`src/hw/rtl/lrx_pkg.sv`:
```
// ----------------------------------------------------------------------------
// lrx_pkg
// shared types and constants of the lidar range to xyz converter
// ----------------------------------------------------------------------------
package lrx_pkg;

  localparam int DEF_COLUMNS = 1024;
  localparam int DEF_ROWS    = 128;

  localparam int RowW   = 7;
  localparam int ColW   = 10;
  localparam int RangeW = 20;
  localparam int DirW   = 16;
  localparam int OffW   = 20;
  localparam int PointW = 26;
  // signed range times signed direction
  localparam int ProdW  = RangeW + 1 + DirW;
  localparam int FracW  = 11;

  localparam logic OP_CONVERT = 1'b0;
  localparam logic OP_LOAD    = 1'b1;

  // pixel and range of one request
  typedef struct packed {
    logic [RowW-1:0]   row;
    logic [ColW-1:0]   column;
    logic [RangeW-1:0] range_mm;
  } pix_t;

  // one table word: direction and beam offset
  typedef struct packed {
    logic [DirW-1:0] dir_x;
    logic [DirW-1:0] dir_y;
    logic [DirW-1:0] dir_z;
    logic [OffW-1:0] off_x;
    logic [OffW-1:0] off_y;
    logic [OffW-1:0] off_z;
  } entry_t;

endpackage

```
`src/hw/rtl/lrx_mac.sv`:
```
// ----------------------------------------------------------------------------
// lrx_mac
// one stage of three multipliers, then the scale and offset add with output register
// ----------------------------------------------------------------------------
module lrx_mac (
  input  logic                               clk_i,
  input  logic                               rst_ni,
  input  logic                               valid_i,
  output logic                               ready_o,
  input  lrx_pkg::pix_t                      pix_i,
  input  lrx_pkg::entry_t                    entry_i,
  output logic                               out_valid_o,
  input  logic                               out_stall_i,
  output logic signed [lrx_pkg::PointW-1:0]  point_x_o,
  output logic signed [lrx_pkg::PointW-1:0]  point_y_o,
  output logic signed [lrx_pkg::PointW-1:0]  point_z_o,
  output logic [lrx_pkg::RowW-1:0]           out_row_o,
  output logic [lrx_pkg::ColW-1:0]           out_column_o
);

  logic                              valid_c_q;
  logic                              valid_d_q;
  logic                              ready_c;
  logic                              ready_d;

  logic signed [lrx_pkg::RangeW:0]   rng_s;
  logic signed [lrx_pkg::ProdW-1:0]  prod_x_d, prod_y_d, prod_z_d;
  logic signed [lrx_pkg::ProdW-1:0]  prod_x_q, prod_y_q, prod_z_q;
  logic signed [lrx_pkg::OffW-1:0]   off_x_q, off_y_q, off_z_q;
  logic [lrx_pkg::RowW-1:0]          row_c_q;
  logic [lrx_pkg::ColW-1:0]          col_c_q;

  logic signed [lrx_pkg::PointW-1:0] point_x_d, point_y_d, point_z_d;
  logic signed [lrx_pkg::PointW-1:0] point_x_q, point_y_q, point_z_q;
  logic [lrx_pkg::RowW-1:0]          row_d_q;
  logic [lrx_pkg::ColW-1:0]          col_d_q;

  assign ready_d = !valid_d_q || !out_stall_i;
  assign ready_c = !valid_c_q || ready_d;
  assign ready_o = ready_c;

  // range is unsigned, widened by one zero bit for a signed product
  assign rng_s    = $signed({1'b0, pix_i.range_mm});
  assign prod_x_d = rng_s * $signed(entry_i.dir_x);
  assign prod_y_d = rng_s * $signed(entry_i.dir_y);
  assign prod_z_d = rng_s * $signed(entry_i.dir_z);

  always_ff @(posedge clk_i) begin
    if (ready_c && valid_i) begin
      prod_x_q <= prod_x_d;
      prod_y_q <= prod_y_d;
      prod_z_q <= prod_z_d;
      off_x_q  <= $signed(entry_i.off_x);
      off_y_q  <= $signed(entry_i.off_y);
      off_z_q  <= $signed(entry_i.off_z);
      row_c_q  <= pix_i.row;
      col_c_q  <= pix_i.column;
    end
  end

  // dropping the low bits of a two's complement product is a floor shift
  assign point_x_d = prod_x_q[lrx_pkg::ProdW-1:lrx_pkg::FracW] + lrx_pkg::PointW'(off_x_q);
  assign point_y_d = prod_y_q[lrx_pkg::ProdW-1:lrx_pkg::FracW] + lrx_pkg::PointW'(off_y_q);
  assign point_z_d = prod_z_q[lrx_pkg::ProdW-1:lrx_pkg::FracW] + lrx_pkg::PointW'(off_z_q);

  always_ff @(posedge clk_i) begin
    if (ready_d && valid_c_q) begin
      point_x_q <= point_x_d;
      point_y_q <= point_y_d;
      point_z_q <= point_z_d;
      row_d_q   <= row_c_q;
      col_d_q   <= col_c_q;
    end
  end

  always_ff @(posedge clk_i or negedge rst_ni) begin
    if (!rst_ni) begin
      valid_c_q <= 1'b0;
      valid_d_q <= 1'b0;
    end else begin
      if (ready_c) begin
        valid_c_q <= valid_i;
      end
      if (ready_d) begin
        valid_d_q <= valid_c_q;
      end
    end
  end

  assign out_valid_o  = valid_d_q;
  assign point_x_o    = point_x_q;
  assign point_y_o    = point_y_q;
  assign point_z_o    = point_z_q;
  assign out_row_o    = row_d_q;
  assign out_column_o = col_d_q;

  a_result_from_stage: assert property (@(posedge clk_i) disable iff (!rst_ni)
    $rose(valid_d_q) |-> $past(valid_c_q))
    else $error("result appeared without a product in the multiply stage");

endmodule

```
`config.mk`:
```
export PLATFORM = sky130hd
export DESIGN_NAME = lrx_mac
export DESIGN_NICKNAME = d
export VERILOG_FILES = /design/src/hw/rtl/lrx_pkg.sv /design/src/hw/rtl/lrx_mac.sv
export SDC_FILE = /design/constraint.sdc
export NUM_CORES = 2
export LEC_CHECK = 0
export ABC_AREA = 1
export ABC_CLOCK_PERIOD_IN_PS = 15200
export BUFFER_PORTS_ARGS = -buffer_cell sky130_fd_sc_hd__buf_2
export CORE_ASPECT_RATIO = 0.5
export CORE_UTILIZATION = 43
export DETAILED_ROUTE_END_ITERATION = 8
export GPL_ROUTABILITY_DRIVEN = 0
export PLACE_DENSITY = 0.58
export SKIP_CTS_REPAIR_TIMING = 1
export SLEW_MARGIN = 30
export SYNTH_ARGS = -nofsm -noshare
export SYNTH_HDL_FRONTEND = slang
export SYNTH_SLANG_ARGS = --single-unit
```
`constraint.sdc`:
```
create_clock -name clk_i -period 15.2 [get_ports clk_i]
set_clock_uncertainty 0.05 [all_clocks]
set_input_delay 4.56 -clock clk_i [delete_from_list [all_inputs] [get_ports clk_i]]
set_output_delay 4.56 -clock clk_i [all_outputs]
set_load 0.02 [all_outputs]
```
==> out/metrics.cfg <==
[critical_path]
worst_ep_required_time_ps = 15560
worstReg2RegEnd = off_z_q[19]
reg2regPathDepth = 6
worst_r2r_startpoint = out_valid_o
timing.setup.critical_path_class = input pin to flip-flop
regToRegSetupSlack_ps = 12800
timing.critical_path.arrival_ps = 10290
critical_path_peak_fanout = 46
endpoint_kind = flip-flop
critical_path.startpoint_type = input pin

[sta]
whs_ps = 369
timing_worst_slew_pin_value_ps = 898
rsz0062_at_grt = no
setup-tns-final_ps = 0
max_freq_ghz = 0.101
max-slew-margin-rel_pct = 40.1
finalMaxSlewViolations = 0
final_cycle_share_pct = 65.4
setup_viol = 0
finalWorstPathRequiredPeriod_ps = 9940
hold_fails_final_rpt = 0

[logic_synthesis]
ys_dominant_reg_cell = edfxtp_1
synthesis.nets = 6912
syn_area_per_cell_um2 = 8.18
synth_cell_type_count = 44
post_synth_design_cell_area_um2 = 45400
yosys.area.top_type_share_pct = 33.0
synth_enable_flop_cells = 250
yosysTopAreaCell = fa_1
postSynthCellCount = 5557
synth_async_sr_flop_share_pct = 0.794
share_of_synthesized_area_occupied_by_flip_flops_and_latches_pct = 16.6
yosysWarnings = 0
synth_top_cells_by_area = fa_1, edfxtp_1, inv_1, ha_1, nand2_1
flop_and_latch_count_out_of_synthesis = 252

[min_path]
timing.hold.worst_endpoint = out_row_o[4]
hp-start = row_c_q[4]
class_of_the_tightest_hold_or_removal_check = flip-flop to flip-flop
worstHoldPathCells = 0

[detailed_routing]
drt-pass1-iter-count = 6
avgRoutedWirePerCell_um = 17.5
vias = 35316
drt-vias-per-instance = 4.98
drt-initial-drc-count = 2311
drt-total-wl_um = 124000
remaining_drcs = 0
final_antenna_net_count = 0

[grt]
grt_pass1_vias = 36916
number_of_antenna_violations_at_the_first_check_in_global_routing = 7
grt_max_degree = 65
groute.usage.overall_pct = 23.8
global_route.overflow_total = 0
grt_first_pass_wirelength_um = 199000

[floorplan]
die_h_um = 232
initial_core_util_pct = 43.8
row_count = 83
horizontal_extent_of_the_die_um = 462
design.die.area_um2 = 107000
placeableCoreArea_um2 = 104000
pin_count = 246

[placed_design]
place_area_um2 = 47800
io_buffers = 245
half_perimeter_wire_length_after_detailed_placement_um = 95700

[final_layout]
syn2layout_area_growth_pct = 7.47
stdcell_area_um2 = 48800
share_of_post_route_cells_with_drive_strength_above_1_pct = 6.30
final_net_count = 7014

[clock_network]
h-tree-depth = 1
clockBufferDepth = 3
post_cts_clock_slew_at_the_launch_and_capture_registers_of_the_worst_setup_and_hold_paths_ps = 60
cts_tree = done
numCtsBuffers = 28
cts-root-buf = clkbuf_16
cts_num_sinks = 252
clkLatencyLatePin_ps = 670

[flow_run]
cap_violations = 0

[run_status]
status = complete, no violations

==> cells by family (layout without fill, tap and decap cells) <==
group	after synthesis	count (layout)	share of synthesized area, %
fa+ha+maj	1206	1206	45.6
simple gates	1824	1824	15.8
other cells	0	5	0
buf+inv	1747	1870	14.5
compound gates	407	407	5.14
xor+xnor	121	121	2.33
flops	252	252	16.6
==> cell usage after synthesis, types with 7 or more instances <==
| cell type | instances |
|---|---|
| nand3_1 | 84 |
| o21ai_1 | 11 |
| clkbuf_1 | 152 |
| nand2_1 | 1411 |
| buf_1 | 36 |
| a21o_1 | 33 |
| nand3b_1 | 7 |
| o21bai_1 | 15 |
| o21ai_0 | 87 |
| edfxtp_1 | 250 |
| nand4_1 | 13 |
| o21ai_2 | 9 |
| xor2_1 | 91 |
| nor3_1 | 52 |
| ha_1 | 456 |
| nor4_1 | 9 |
| nor2_1 | 222 |
| xnor2_1 | 30 |
| o21a_1 | 13 |
| nand2_2 | 13 |
| inv_1 | 1548 |
| a21oi_1 | 202 |
| fa_1 | 750 |
| a21boi_0 | 8 |
==> cell type report <==
| class | instances | area [um^2] |
|---|---|---|
| Fill cell | 10095 | 54800 |
| Inverter | 1551 | 5830 |
| Multi-Input combinational cell | 3558 | 31300 |
| Clock buffer | 28 | 701 |
| Timing Repair Buffer | 268 | 1400 |
| Tap cell | 1402 | 1750 |
| Sequential cell | 252 | 7560 |
| Antenna cell | 5 | 12.5 |
| Clock inverter | 23 | 274 |
==> layer usage <==
layer  up-vias  share of wire, %  global-route usage [%]
met2      1160                45                    38.4
met4         2               2.3                    5.60
li1      16566                 -                       -
met1     17424                44                    32.9
met3       164               8.0                    4.87
met5         -             0.010                       0
==> cells in the final DEF (no fill, tap or decap), types with 15 or more instances in the layout <==
cell type  instances
nand2_1         1411
buf_2            244
buf_4             24
clkbuf_16         28
nor3_1            52
o21ai_0           87
fa_1             750
a21o_1            33
edfxtp_1         250
o21bai_1          15
xnor2_1           30
ha_1             456
xor2_1            91
nand3_1           84
nor2_1           221
inv_1           1547
a21oi_1          202
==> through the flow <==
stage               std cells  util, %  setup slack, ps
floorplan                5557        -             5330
global placement         7031     46.2             4590
detailed placement       7031     46.2             4650
CTS                      7082     47.1             5330
global route             7087     47.1             4950
finish                   7087     47.1             5260
==> state kept, by name (all words and copies together) (netlist names), 10 cells and up <==
register      flops
prod_z_q         26
point_x_o        26
prod_x_q         26
off_z_q          20
off_y_q          20
point_z_o        26
col_c_q          10
off_x_q          20
prod_y_q         26
point_y_o        26
out_column_o     10
==> worst max path at each step <==
stage | from | to | slack [ps] | cells past startpoint
final | pix_i[16] | prod_y_q[36] | 5260 | 22
after global routing | pix_i[11] | prod_x_q[35] | 4950 | 21
after CTS | pix_i[15] | prod_y_q[36] | 5330 | 22
after detailed placement | pix_i[14] | prod_y_q[36] | 4650 | 22
after global placement | pix_i[7] | prod_y_q[36] | 4590 | 22
after floorplan | pix_i[13] | prod_y_q[36] | 5330 | 24
==> critical path: stages <==
cell,delay [ps]
buf_2,70
buf_4,570
nand2_1,170
fa_1,540
fa_1,520
inv_1,50
fa_1,550
inv_1,50
fa_1,480
inv_1,50
fa_1,500
inv_1,60
fa_1,480
inv_1,40
ha_1,340
a21oi_1,370
a21boi_0,290
o21ai_0,170
a21oi_1,210
nand3_1,90
nand2_1,60
nand2_1,50
Power is left out: the tool's default activity adds up to more than one toggle a clock period on the data nets, which glitch-free logic cannot reach.
