**src/hw/rtl/lrx_pkg.sv**
```systemverilog
// ----------------------------------------------------------------------------
// lrx_pkg
// shared types and constants of the lidar range to xyz converter
// ----------------------------------------------------------------------------
package lrx_pkg;

  localparam int DEF_COLUMNS = 1024;
  localparam int DEF_ROWS    = 128;

  localparam int RowW   = 7;
  localparam int ColW   = 10;
  localparam int RangeW = 20;
  localparam int DirW   = 16;
  localparam int OffW   = 20;
  localparam int PointW = 26;
  // signed range times signed direction
  localparam int ProdW  = RangeW + 1 + DirW;
  localparam int FracW  = 11;

  localparam logic OP_CONVERT = 1'b0;
  localparam logic OP_LOAD    = 1'b1;

  // pixel and range of one request
  typedef struct packed {
    logic [RowW-1:0]   row;
    logic [ColW-1:0]   column;
    logic [RangeW-1:0] range_mm;
  } pix_t;

  // one table word: direction and beam offset
  typedef struct packed {
    logic [DirW-1:0] dir_x;
    logic [DirW-1:0] dir_y;
    logic [DirW-1:0] dir_z;
    logic [OffW-1:0] off_x;
    logic [OffW-1:0] off_y;
    logic [OffW-1:0] off_z;
  } entry_t;

endpackage

```
**src/hw/rtl/lrx_index.sv**
```systemverilog
// ----------------------------------------------------------------------------
// lrx_index
// input stage: pixel range check and table address calculation
// ----------------------------------------------------------------------------
module lrx_index #(
  parameter int COLUMNS = lrx_pkg::DEF_COLUMNS,
  parameter int ROWS    = lrx_pkg::DEF_ROWS,
  parameter int AW      = 17
) (
  input  logic                        clk_i,
  input  logic                        rst_ni,
  input  logic                        in_valid_i,
  output logic                        in_stall_o,
  input  logic                        opcode_i,
  input  logic [lrx_pkg::RowW-1:0]    row_i,
  input  logic [lrx_pkg::ColW-1:0]    column_i,
  input  logic [lrx_pkg::RangeW-1:0]  range_mm_i,
  input  lrx_pkg::entry_t             wr_entry_i,
  output logic                        valid_o,
  input  logic                        take_i,
  output logic                        load_o,
  output logic [AW-1:0]               idx_o,
  output lrx_pkg::pix_t               pix_o,
  output lrx_pkg::entry_t             entry_o
);

  logic            valid_q;
  logic            load_q;
  logic [AW-1:0]   idx_q;
  lrx_pkg::pix_t   pix_q;
  lrx_pkg::entry_t entry_q;

  logic            in_range;
  logic [AW-1:0]   idx_d;
  logic            advance;

  assign in_range = (32'(row_i) < 32'(ROWS)) && (32'(column_i) < 32'(COLUMNS));
  assign idx_d    = AW'(32'(row_i) * 32'(COLUMNS) + 32'(column_i));
  assign advance  = !valid_q || take_i;
  assign in_stall_o = !advance;

  // out of range pixels are dropped here
  always_ff @(posedge clk_i or negedge rst_ni) begin
    if (!rst_ni) begin
      valid_q <= 1'b0;
    end else if (advance) begin
      valid_q <= in_valid_i && in_range;
    end
  end

  always_ff @(posedge clk_i) begin
    if (advance && in_valid_i) begin
      load_q   <= (opcode_i == lrx_pkg::OP_LOAD);
      idx_q    <= idx_d;
      pix_q    <= '{row: row_i, column: column_i, range_mm: range_mm_i};
      entry_q  <= wr_entry_i;
    end
  end

  assign valid_o = valid_q;
  assign load_o  = load_q;
  assign idx_o   = idx_q;
  assign pix_o   = pix_q;
  assign entry_o = entry_q;

  a_drop_out_of_range: assert property (@(posedge clk_i) disable iff (!rst_ni)
    (in_valid_i && !in_stall_o && !in_range) |=> !valid_q)
    else $error("out of range pixel entered the pipeline");

endmodule

```
**config.mk**
```make
export PLATFORM = sky130hd
export DESIGN_NAME = lrx_index
export DESIGN_NICKNAME = d
export VERILOG_FILES = /design/src/hw/rtl/lrx_pkg.sv /design/src/hw/rtl/lrx_index.sv
export SDC_FILE = /design/constraint.sdc
export NUM_CORES = 1
export LEC_CHECK = 0
export BUFFER_PORTS_ARGS = -buffer_cell sky130_fd_sc_hd__buf_4
export CORE_AREA = 3 3 122 124
export CTS_BUF_LIST = sky130_fd_sc_hd__clkbuf_8
export DETAILED_ROUTE_END_ITERATION = 7
export DIE_AREA = 0 0 125 127
export GPL_TIMING_DRIVEN = 0
export HOLD_SLACK_MARGIN = 0.1
export PLACE_DENSITY = 0.69
export SETUP_SLACK_MARGIN = 0.05
export SLEW_MARGIN = 10
export SYNTH_ARGS = -nofsm -noshare
export SYNTH_HDL_FRONTEND = slang
export SYNTH_SLANG_ARGS = --single-unit
```
**constraint.sdc**
```tcl
create_clock -name clk_i -period 2.8 [get_ports clk_i]
set_input_delay 0.56 -clock clk_i [delete_from_list [all_inputs] [get_ports clk_i]]
set_output_delay 0.56 -clock clk_i [all_outputs]
set_load 0.01 [all_outputs]
```
==> metrics.txt, run 1 <==
status complete, no violations; number of diodes 0; input/output buffers 314; Critical Path End Type output pin; final std cells w/o fill 696; crit path kind reg2out; fin crit share 59.9%; syn avg cell area 27.2 µm²; H-tree depth 4; Bufs on Longest Clock Path 2; Final GP Congestion 0.795; Post-synth EDFFs 146; initial antenna violation count 0; Yosys top cell area share 95.9%; Design Power 0.00453 W; CTS tree yes; Setup violations, final 0; #FFs+latches synth 147; setup TNS 0 ps; Tmin final 1680 ps; DP HPWL 8.92 mm; max-cap check violation count 0; share of cells above drive strength 1 70.2%; worst skew pair latency 430 ps; most common cell in the netlist edfxtp_1; Syn Inst Count 168; GR Util All Layers 14.2%; area grow syn2layout 65.3%; fillers 1139; Worst Path Max Fanout 2; CTS Root Cell clkbuf_8; clock sinks 147; commonest register cell after synthesis edfxtp_1; syn nets 318; via count 2928; static leakage 3.21 nW; Post-synth top cells edfxtp_1 (146), buf_4 (17); RSZ-0062 raised after global routing no; drt wl/cell 16.7 µm; slew margin rel. 76.7%; Max Clock Skew 6.87 ps; Starting DRT DRC Count 111; Die ar. 0.0159 mm²; Hold Path Stages 1; CTS clk-pin slew, worst paths 80 ps; total CTS buffers 17; Hold WC Path Type in2reg; global route overflow 0; antenna viol nets, final 0; die height 127 µm; Net count, final 654; biggest area consumer among synthesized cells edfxtp_1; register area share after synthesis 96.5%; post-DR vias/cell 4.21; pwr dens 600 mW/mm²; max-slew violation count 0; Top Ports 315; num rows 43; largest net degree at the start of global routing 69; Post-CTS Setup Repair Bufs 0; DRC violations left 0; number of global-route vias before repair 3066; Initial Utilization 32.9%; worst vdd ir 0.419 mV; Arr. time, crit path 1120 ps; Async SR Flop Fraction 0.680%; Placeable Area 0.0139 mm²; reg2reg path depth 3; Max Fclk 596 MHz; drt first pass iters 4; final-report hold violation count 0; yosys warns 0; unique cell type count in the Yosys netlist 7; DRT Wirelength 11.6 mm; critical path launch point type flop; CP required 2240 ps; first-pass GRT wire length 16.7 mm; Area contributors post-synth edfxtp_1 (96%), buf_4 (2.8%), dfrtp_1 (0.55%), nand2b_4 (0.30%), and2_4 (0.19%); Die Width 125 µm; Mapped Area 0.00457 mm²; Placed Cells 664; worst-margin pin slew 349 ps
[layer usage]
layer | part of all wire (%) | track usage (%) | vias up
li1 | - | - | 1317
met3 | 13 | 8.82 | 20
met2 | 53 | 24.1 | 203
met4 | 2.2 | 5.99 | 0
met5 | 0 | 0 | -
met1 | 32 | 14.0 | 1388
[cell families after synthesis]
kind of cell  count (synthesis)  synth area share (%)
flops                       147                  96.5
buf+inv                      18                  2.88
simple gates                  3                 0.630
[cell usage in the layout, fill, tap and decap left out]
master,instances
bufinv_16,1
clkinvlp_4,4
nand2b_1,1
buf_4,331
clkinv_2,5
clkbuf_8,17
buf_16,2
edfxtp_1,146
dlygate4sd3_1,1
clkinv_1,2
nand2b_4,1
and2_4,1
inv_1,3
dfrtp_1,1
[state kept, by name, summed over array words and instances (netlist names)]
register,cells
idx_o,17
valid_o,1
entry_o,108
load_o,1
pix_o,20
[final cells by class]
cell class / count / area, µm² / share of cell area [%]
repair buffers: 317 / 2420 / 32.1
inverters: 1 / 3.75 / 0.0497
clock buffers: 17 / 234 / 3.10
plain buffers: 17 / 128 / 1.69
well taps: 180 / 225 / 2.98
multi-input cells: 3 / 28.8 / 0.381
clock inverters: 14 / 100 / 1.33
flip-flops and latches: 147 / 4410 / 58.4
[metrics by stage]
step	util [%]	hold WS [ps]	area (µm²)	setup WS [ps]
2_1_floorplan	-	264	4570	646
3_3_place_gp	51.5	335	7150	215
3_5_place_dp	51.9	336	7210	960
4_1_cts	54.4	251	7550	1060
5_1_grt	54.4	244	7550	1040
6_report	54.4	299	7550	1120
[power breakdown]
group	total [W]	switching [W]	internal, W
Sequential	0.00260	0.0000375	0.00257
Combinational	0.000509	0.000205	0.000303
Clock	0.00142	0.000743	0.000673
Total	0.00453	0.000986	0.00354
[critical path: stages, from the launching register on]
cell and delay (ps):
edfxtp_1 410, buf_4 150, buf_4 130
[path summary, 6_finish.rpt]
| check | from | to | slack (ps) |
|---|---|---|---|
| max in group asynchronous | rst_ni | valid_o | 2290 |
| max | idx_o[15] | pix_o[35] | 1120 |
| min reg2reg | valid_o | valid_o | 580 |
| min in group asynchronous | rst_ni | valid_o | 430 |
| max reg2reg | valid_o | entry_o[104] | 1210 |
| min | wr_entry_i[54] | entry_o[54] | 300 |
[what timing repair did]
action / in CTS / in global routing
endpoints found under the setup margin: 0 / 0
endpoints found under the hold margin: 1 / 0
gates resized for setup: 0 / 0
hold buffers: 1 / 0
(Power assumes the default switching activity.)
==> inputs of run 2 (changes only) <==
- CORE_AREA: 3 3 122 124 -> 3 3 121 123
- DIE_AREA: 0 0 125 127 -> 0 0 124 126
- PLACE_DENSITY: 0.69 -> 0.72
- clock period: 2.8 -> 1.4 ns (I/O delays scaled with it)
==> run 2 against run 1 <==
The run now fails in 4_1_cts. Synthesized area stayed put. Synthesized cell count unchanged.
==> metrics.txt, run 2 <==
status stopped before the end; Halt Stage 4_1_cts; Halt Reason [ERROR RSZ-0060] Max buffer count reached.; Final GP Congestion 0.702 (-12%); H-tree depth 4 (unchanged); Hold-fix buffers, CTS 141 (+140); Async SR Flop Fraction 0.680% (unchanged); die height 126 µm (-0.79%); unique cell type count in the Yosys netlist 7 (unchanged); #FFs+latches synth 147 (unchanged); DP HPWL 8.63 mm (-3.2%); input/output buffers 314 (unchanged); total CTS buffers 17 (unchanged); commonest register cell after synthesis edfxtp_1; Post-synth EDFFs 146 (unchanged); num rows 43 (unchanged); Initial Utilization 33.2% (+0.26 points); most common cell in the netlist edfxtp_1; Yosys top cell area share 95.9% (unchanged); syn avg cell area 27.2 µm² (unchanged); clock sinks 147 (unchanged); Post-CTS Setup Repair Bufs 3 (+3); biggest area consumer among synthesized cells edfxtp_1; Syn Inst Count 168 (unchanged); post_cts resized 24 (+24); Mapped Area 0.00457 mm² (unchanged); syn nets 318 (unchanged); Die Width 124 µm (-0.80%); register area share after synthesis 96.5% (unchanged); Bufs on Longest Clock Path 2 (unchanged); Area contributors post-synth edfxtp_1 (96%), buf_4 (2.8%), dfrtp_1 (0.55%), nand2b_4 (0.30%), and2_4 (0.19%); CTS Root Cell clkbuf_8; Post-synth top cells edfxtp_1 (146), buf_4 (17); Top Ports 315 (unchanged); yosys warns 0 (unchanged)
run 2: cell counts after synthesis:
Identical to the previous run, type by type.
run 2: through the flow:
step | cells | instance area, µm² | hold WS (ps) | worst slack [ps] | setup TNS [ps]
3_5_place_dp | 664 | 7210 | 56.8 | -144 | -17060
2_1_floorplan | 168 | 4570 | -15.6 | -595 | -86810
3_3_place_gp | 662 | 7150 | 56.0 | -901 | -130580
run 2: cell families after synthesis:
logic type,share of synthesized area (%)
DFF,96.5
buffers and inverters,2.88
and+or+nand+nor,0.630
==> inputs of run 3 (changes only) <==
- CTS_BUF_LIST: sky130_fd_sc_hd__clkbuf_8 -> unset
- HOLD_SLACK_MARGIN: 0.1 -> unset
- PLACE_DENSITY: 0.72 -> unset
- PLACE_DENSITY_LB_ADDON: unset -> 0.15
- SETUP_SLACK_MARGIN: 0.05 -> unset
- clock period: 1.4 -> 1.82 ns (I/O delays scaled with it)
==> run 3 against run 2 <==
The flow now finishes without violations.
==> metrics.txt, run 3 (synthesis gave the netlist of run 1 again) <==
slowest cell delay on critical path 470 ps; CTS clk-pin slew, worst paths 60 ps; drt first pass iters 4; Worst Path Max Fanout 66; GR Util All Layers 14.1%; number of diodes 0; DRC violations left 0; post-DR vias/cell 4.06; initial antenna violation count 0; Net count, final 654; pwr dens 1030 mW/mm²; H-tree depth 4 (unchanged); area grow syn2layout 69.8%; RSZ-0062 raised after global routing no; global route overflow 0; worst vdd ir 0.649 mV; leading cell type in the layout, fill and taps excluded buf_4; Setup violations, final 0; number of global-route vias before repair 2894; CP required 1890 ps; total CTS buffers 17 (unchanged); Placeable Area 0.0138 mm²; Bufs on Longest Clock Path 2 (unchanged); static leakage 3.31 nW; DRT Wirelength 11.7 mm; final-report hold violation count 0; share of cells above drive strength 1 69.8%; Arr. time, crit path 1770 ps; first-pass GRT wire length 15.7 mm; clock sinks 147 (unchanged); Die ar. 0.0156 mm²; critical path launch point type flop; Internal 0.00641 W; antenna viol nets, final 0; Placement Setup Slack 37.6 ps (+181 ps); Switch Pwr 0.00160 W; flop-to-flop setup slack 120 ps; worst-margin pin slew 513 ps; Top Ports 315 (unchanged); max reg flops 108; Critical Path End Type flop; fin crit share 93.6%; reg-to-reg endpoint entry_o[107]; worst skew pair latency 400 ps; die height 126 µm (unchanged); Post-CTS Setup Repair Bufs 0 (-3); Hold WC Path Type in2reg; termination of the worst setup path entry_o[107]; Setup crit start valid_o; WL met2 6.43 mm; commonest non-fill, non-tap cells in the layout buf_4 (331), edfxtp_1 (146), clkbuf_16 (17); final setup margin 117 ps; input/output buffers 314 (unchanged); WL met1 3.52 mm; slew margin rel. 65.8%; CTS Root Cell clkbuf_16; Max Clock Skew 7.03 ps; max-slew violation count 0; Clk pwr share 40.3%; met3 wire len 1.52 mm; placed inst area 0.00720 mm² (-0.10%); sequential fraction of design power 50.0%; max-cap check violation count 0; DR top layer met4; CP max stage cell and2_4; Final GP Congestion 0.766 (+9.1%); Reg-to-Reg Start valid_o; Initial Utilization 33.2% (unchanged); Max Fclk 587 MHz; fin area 0.00776 mm²; switching share of power 20.0%; Starting DRT DRC Count 138; CTS tree yes; crit path cell chain nand2b_4, and2_4, buf_16; reg2reg path depth 3; Die Width 124 µm (unchanged); largest net degree at the start of global routing 67; drt wl/cell 16.8 µm; num rows 43 (unchanged); Tmin final 1700 ps; crit path kind reg2reg; combinational share of power 9.7%; status complete, no violations; via count 2831
==> run 3: timing repair <==
item                                   4_1_cts  5_1_grt
gates resized for setup                      0        0
hold buffers                                 1        0
setup endpoints to repair                    0        0
endpoints found under the hold margin        1        0
==> run 3: power groups by stage <==
stage / Combinational, W / Sequential (W) / Clock, W
finish: 0.000779 / 0.00401 / 0.00323
detailed placement: 0.000792 / 0.00408 / 0
CTS: 0.000794 / 0.00401 / 0.00331
global route: 0.000837 / 0.00402 / 0.00346
global placement: 0.000766 / 0.00408 / 0
floorplan: 0.000104 / 0.00418 / 0
==> run 3: worst min path at each step <==
stage                               from           to  slack (ps)  cells past startpoint
after floorplan                   rst_ni      valid_o          70                      0
after global placement            rst_ni      valid_o         140                      1
after detailed placement          rst_ni      valid_o         140                      1
after CTS                 wr_entry_i[75]  entry_o[75]         110                      1
after global routing      wr_entry_i[91]  entry_o[91]         110                      1
final                     wr_entry_i[60]  entry_o[60]         130                      1
==> run 3: per-stage QoR <==
step	TNS [ps]	hold slack, ps	cells	power, W	utilization (%)
2_1_floorplan	-25490	68.4	168	0.00428	-
3_3_place_gp	-85700	140	662	0.00485	51.9
3_5_place_dp	0	140	664	0.00487	52.3
4_1_cts	0	111	697	0.00812	56.3
5_1_grt	0	108	697	0.00832	56.3
6_report	0	132	697	0.00801	56.3
==> run 3: routing by layer <==
layer  GRT usage [%]  up-vias
li1                -     1317
met1            12.6     1314
met2            25.7      183
met3            7.54       17
met4            6.19        0
met5               0        -
==> run 3: area by class of cell <==
cell class / count / area [µm²]
sequential: 147 / 4410
timing repair buffer: 317 / 2410
tap: 180 / 225
buffer: 17 / 128
multi-input combinational: 3 / 28.8
clock buffer: 20 / 437
fill: 1169 / 6010
inverter: 1 / 3.75
clock inverter: 12 / 114
==> run 3: worst max-delay path: cells and delay by family, from the launching register on <==
kind / cells / cell delay, ps
AND/OR/NAND/NOR: 2 / 560
flip-flops: 1 / 410
buffers and inverters: 1 / 350
==> inputs of run 4 (changes only) <==
- ABC_CLOCK_PERIOD_IN_PS: unset -> 1820
- CORE_AREA: 3 3 121 123 -> 2 2 124 126
- DIE_AREA: 0 0 124 126 -> 0 0 126 128
- SKIP_CTS_REPAIR_TIMING: unset -> 1
==> run 4 against run 3 <==
Clock-buffer cell count shrank 1. Clock skew increased by 5.1 ps. Global-route usage rose by 0.083 points. Die area increased by 3.2%. Highest routed layer is now met5. Combinational power increased by 1%. Largest cell class unchanged. Non-clock buffer count stayed put.
==> metrics.txt, run 4 (synthesis gave the netlist of run 1 again) <==
Critical Path End Type flop; number of diodes 0 (unchanged); Max Clock Skew 12.1 ps (+5.12 ps); slew margin rel. 66.8% (+1.1 points); final-report hold violation count 0 (unchanged); Starting DRT DRC Count 110 (-20%); Bufs on Longest Clock Path 2 (unchanged); first-pass GRT wire length 16.6 mm (+6.1%); input/output buffers 314 (unchanged); DRC violations left 0 (unchanged); CTS Root Cell clkbuf_16; Tmin final 1610 ps (-94.5 ps); RSZ-0062 raised after global routing no; worst-margin pin slew 498 ps (-15.8 ps); CTS tree yes; worst vdd ir 0.571 mV (-12%); GR Util All Layers 14.2% (+0.083 points); antenna viol nets, final 0 (unchanged); reg-to-reg endpoint entry_o[78]; Initial Utilization 30.7% (-2.4 points); drt first pass iters 4 (unchanged); num rows 45 (+4.7%); Arr. time, crit path 1680 ps (-90 ps); max reg flops 108 (unchanged); Final Util 52.8% (-3.5 points); CTS clk-pin slew, worst paths 60 ps (about the same); pwr dens 1080 mW/mm² (+4.4%); Die Width 126 µm (+1.6%); Top Ports 315 (unchanged); critical path launch point type flop; clock sinks 147 (unchanged); hold path endpoint entry_o[95]; Die ar. 0.0161 mm² (+3.2%); Hold WC Path Type in2reg; fin crit share 88.4% (-5.2 points); via count 2889 (+2.0%); Hold Path Stages 1 (unchanged); initial antenna violation count 2 (+2); status complete, no violations; drt wl/cell 16.9 µm (+0.54%); critical hold path startpoint wr_entry_i[95]; setup TNS 0 ps (unchanged); worst skew pair latency 410 ps (about the same); commonest non-fill, non-tap cells in the layout buf_4 (331), edfxtp_1 (146), clkbuf_16 (17); placed inst area 0.00721 mm² (+0.14%); DP HPWL 9.04 mm; Max Fclk 622 MHz (+5.9%); Reg-to-Reg Start valid_o; reg2reg path depth 3 (unchanged); share of cells above drive strength 1 70.1% (+0.25 points); H-tree depth 4 (unchanged); Placeable Area 0.0149 mm² (+7.9%); Final GP Congestion 0.735 (-4.0%); Placed Cells 672 (+1.2%); Worst Path Max Fanout 64 (-3.0%); flop-to-flop setup slack 210 ps (+90 ps); Fin Hold WS 115 ps (-16.8 ps); max-slew violation count 0 (unchanged); crit path kind reg2reg; CP required 1890 ps (about the same); total CTS buffers 17 (unchanged); area grow syn2layout 71.8%; max-cap check violation count 0 (unchanged); final std cells w/o fill 706 (+1.3%); leading cell type in the layout, fill and taps excluded buf_4; DRT Wirelength 11.9 mm (+1.8%); static leakage 3.35 nW (+0.97%); fin area 0.00785 mm² (+1.1%); post-DR vias/cell 4.09 (+0.75%); Setup violations, final 0 (unchanged); largest net degree at the start of global routing 65 (-3.0%); die height 128 µm (+1.6%); global route overflow 0 (unchanged); Net count, final 655 (+0.15%); number of global-route vias before repair 2983 (+3.1%)
[run 4: layout make-up]
class,count,area (µm²)
fillers,1287,7020
flip-flops and latches,147,4410
repair buffers,317,2410
clock buffers,19,433
well taps,188,235
clock inverters,13,189
plain buffers,17,128
multi-input cells,4,36.3
inverters,1,3.75
[run 4: how the worst max path moves through the flow]
stage,from,endpoint,depth (start not counted)
3_5_place_dp,take_i,pix_o[17],4
4_1_cts,valid_o,idx_o[11],3
2_1_floorplan,valid_o,entry_o[0],2
6_report,valid_o,entry_o[78],3
5_1_grt,valid_o,idx_o[11],3
3_3_place_gp,take_i,entry_o[51],3
[run 4: critical path, cell delays in order, from the launching register on]
cell and delay [ps]:
dfrtp_1 420, nand2b_4 120, and2_4 360, buf_16 330
[run 4: through the flow]
step           total power (W)  setup slack [ps]
6_report               0.00846               211
5_1_grt                0.00877               106
4_1_cts                0.00857              51.0
3_5_place_dp           0.00488             -12.2
3_3_place_gp           0.00485              -609
2_1_floorplan          0.00428              -175
[run 4: routing by layer]
| layer | global-route usage, % | wire length [µm] |
|---|---|---|
| met5 | 0 | 21 |
| met4 | 6.21 | 259 |
| met3 | 7.93 | 1260 |
| met2 | 23.8 | 6380 |
| met1 | 14.7 | 4030 |
[run 4: where the power goes]
| group | switching, W | leakage, nW | internal [W] |
|---|---|---|---|
| Clock | 0.00126 | 0.303 | 0.00240 |
| Sequential | 0.0000571 | 1.40 | 0.00395 |
| Combinational | 0.000322 | 1.64 | 0.000466 |
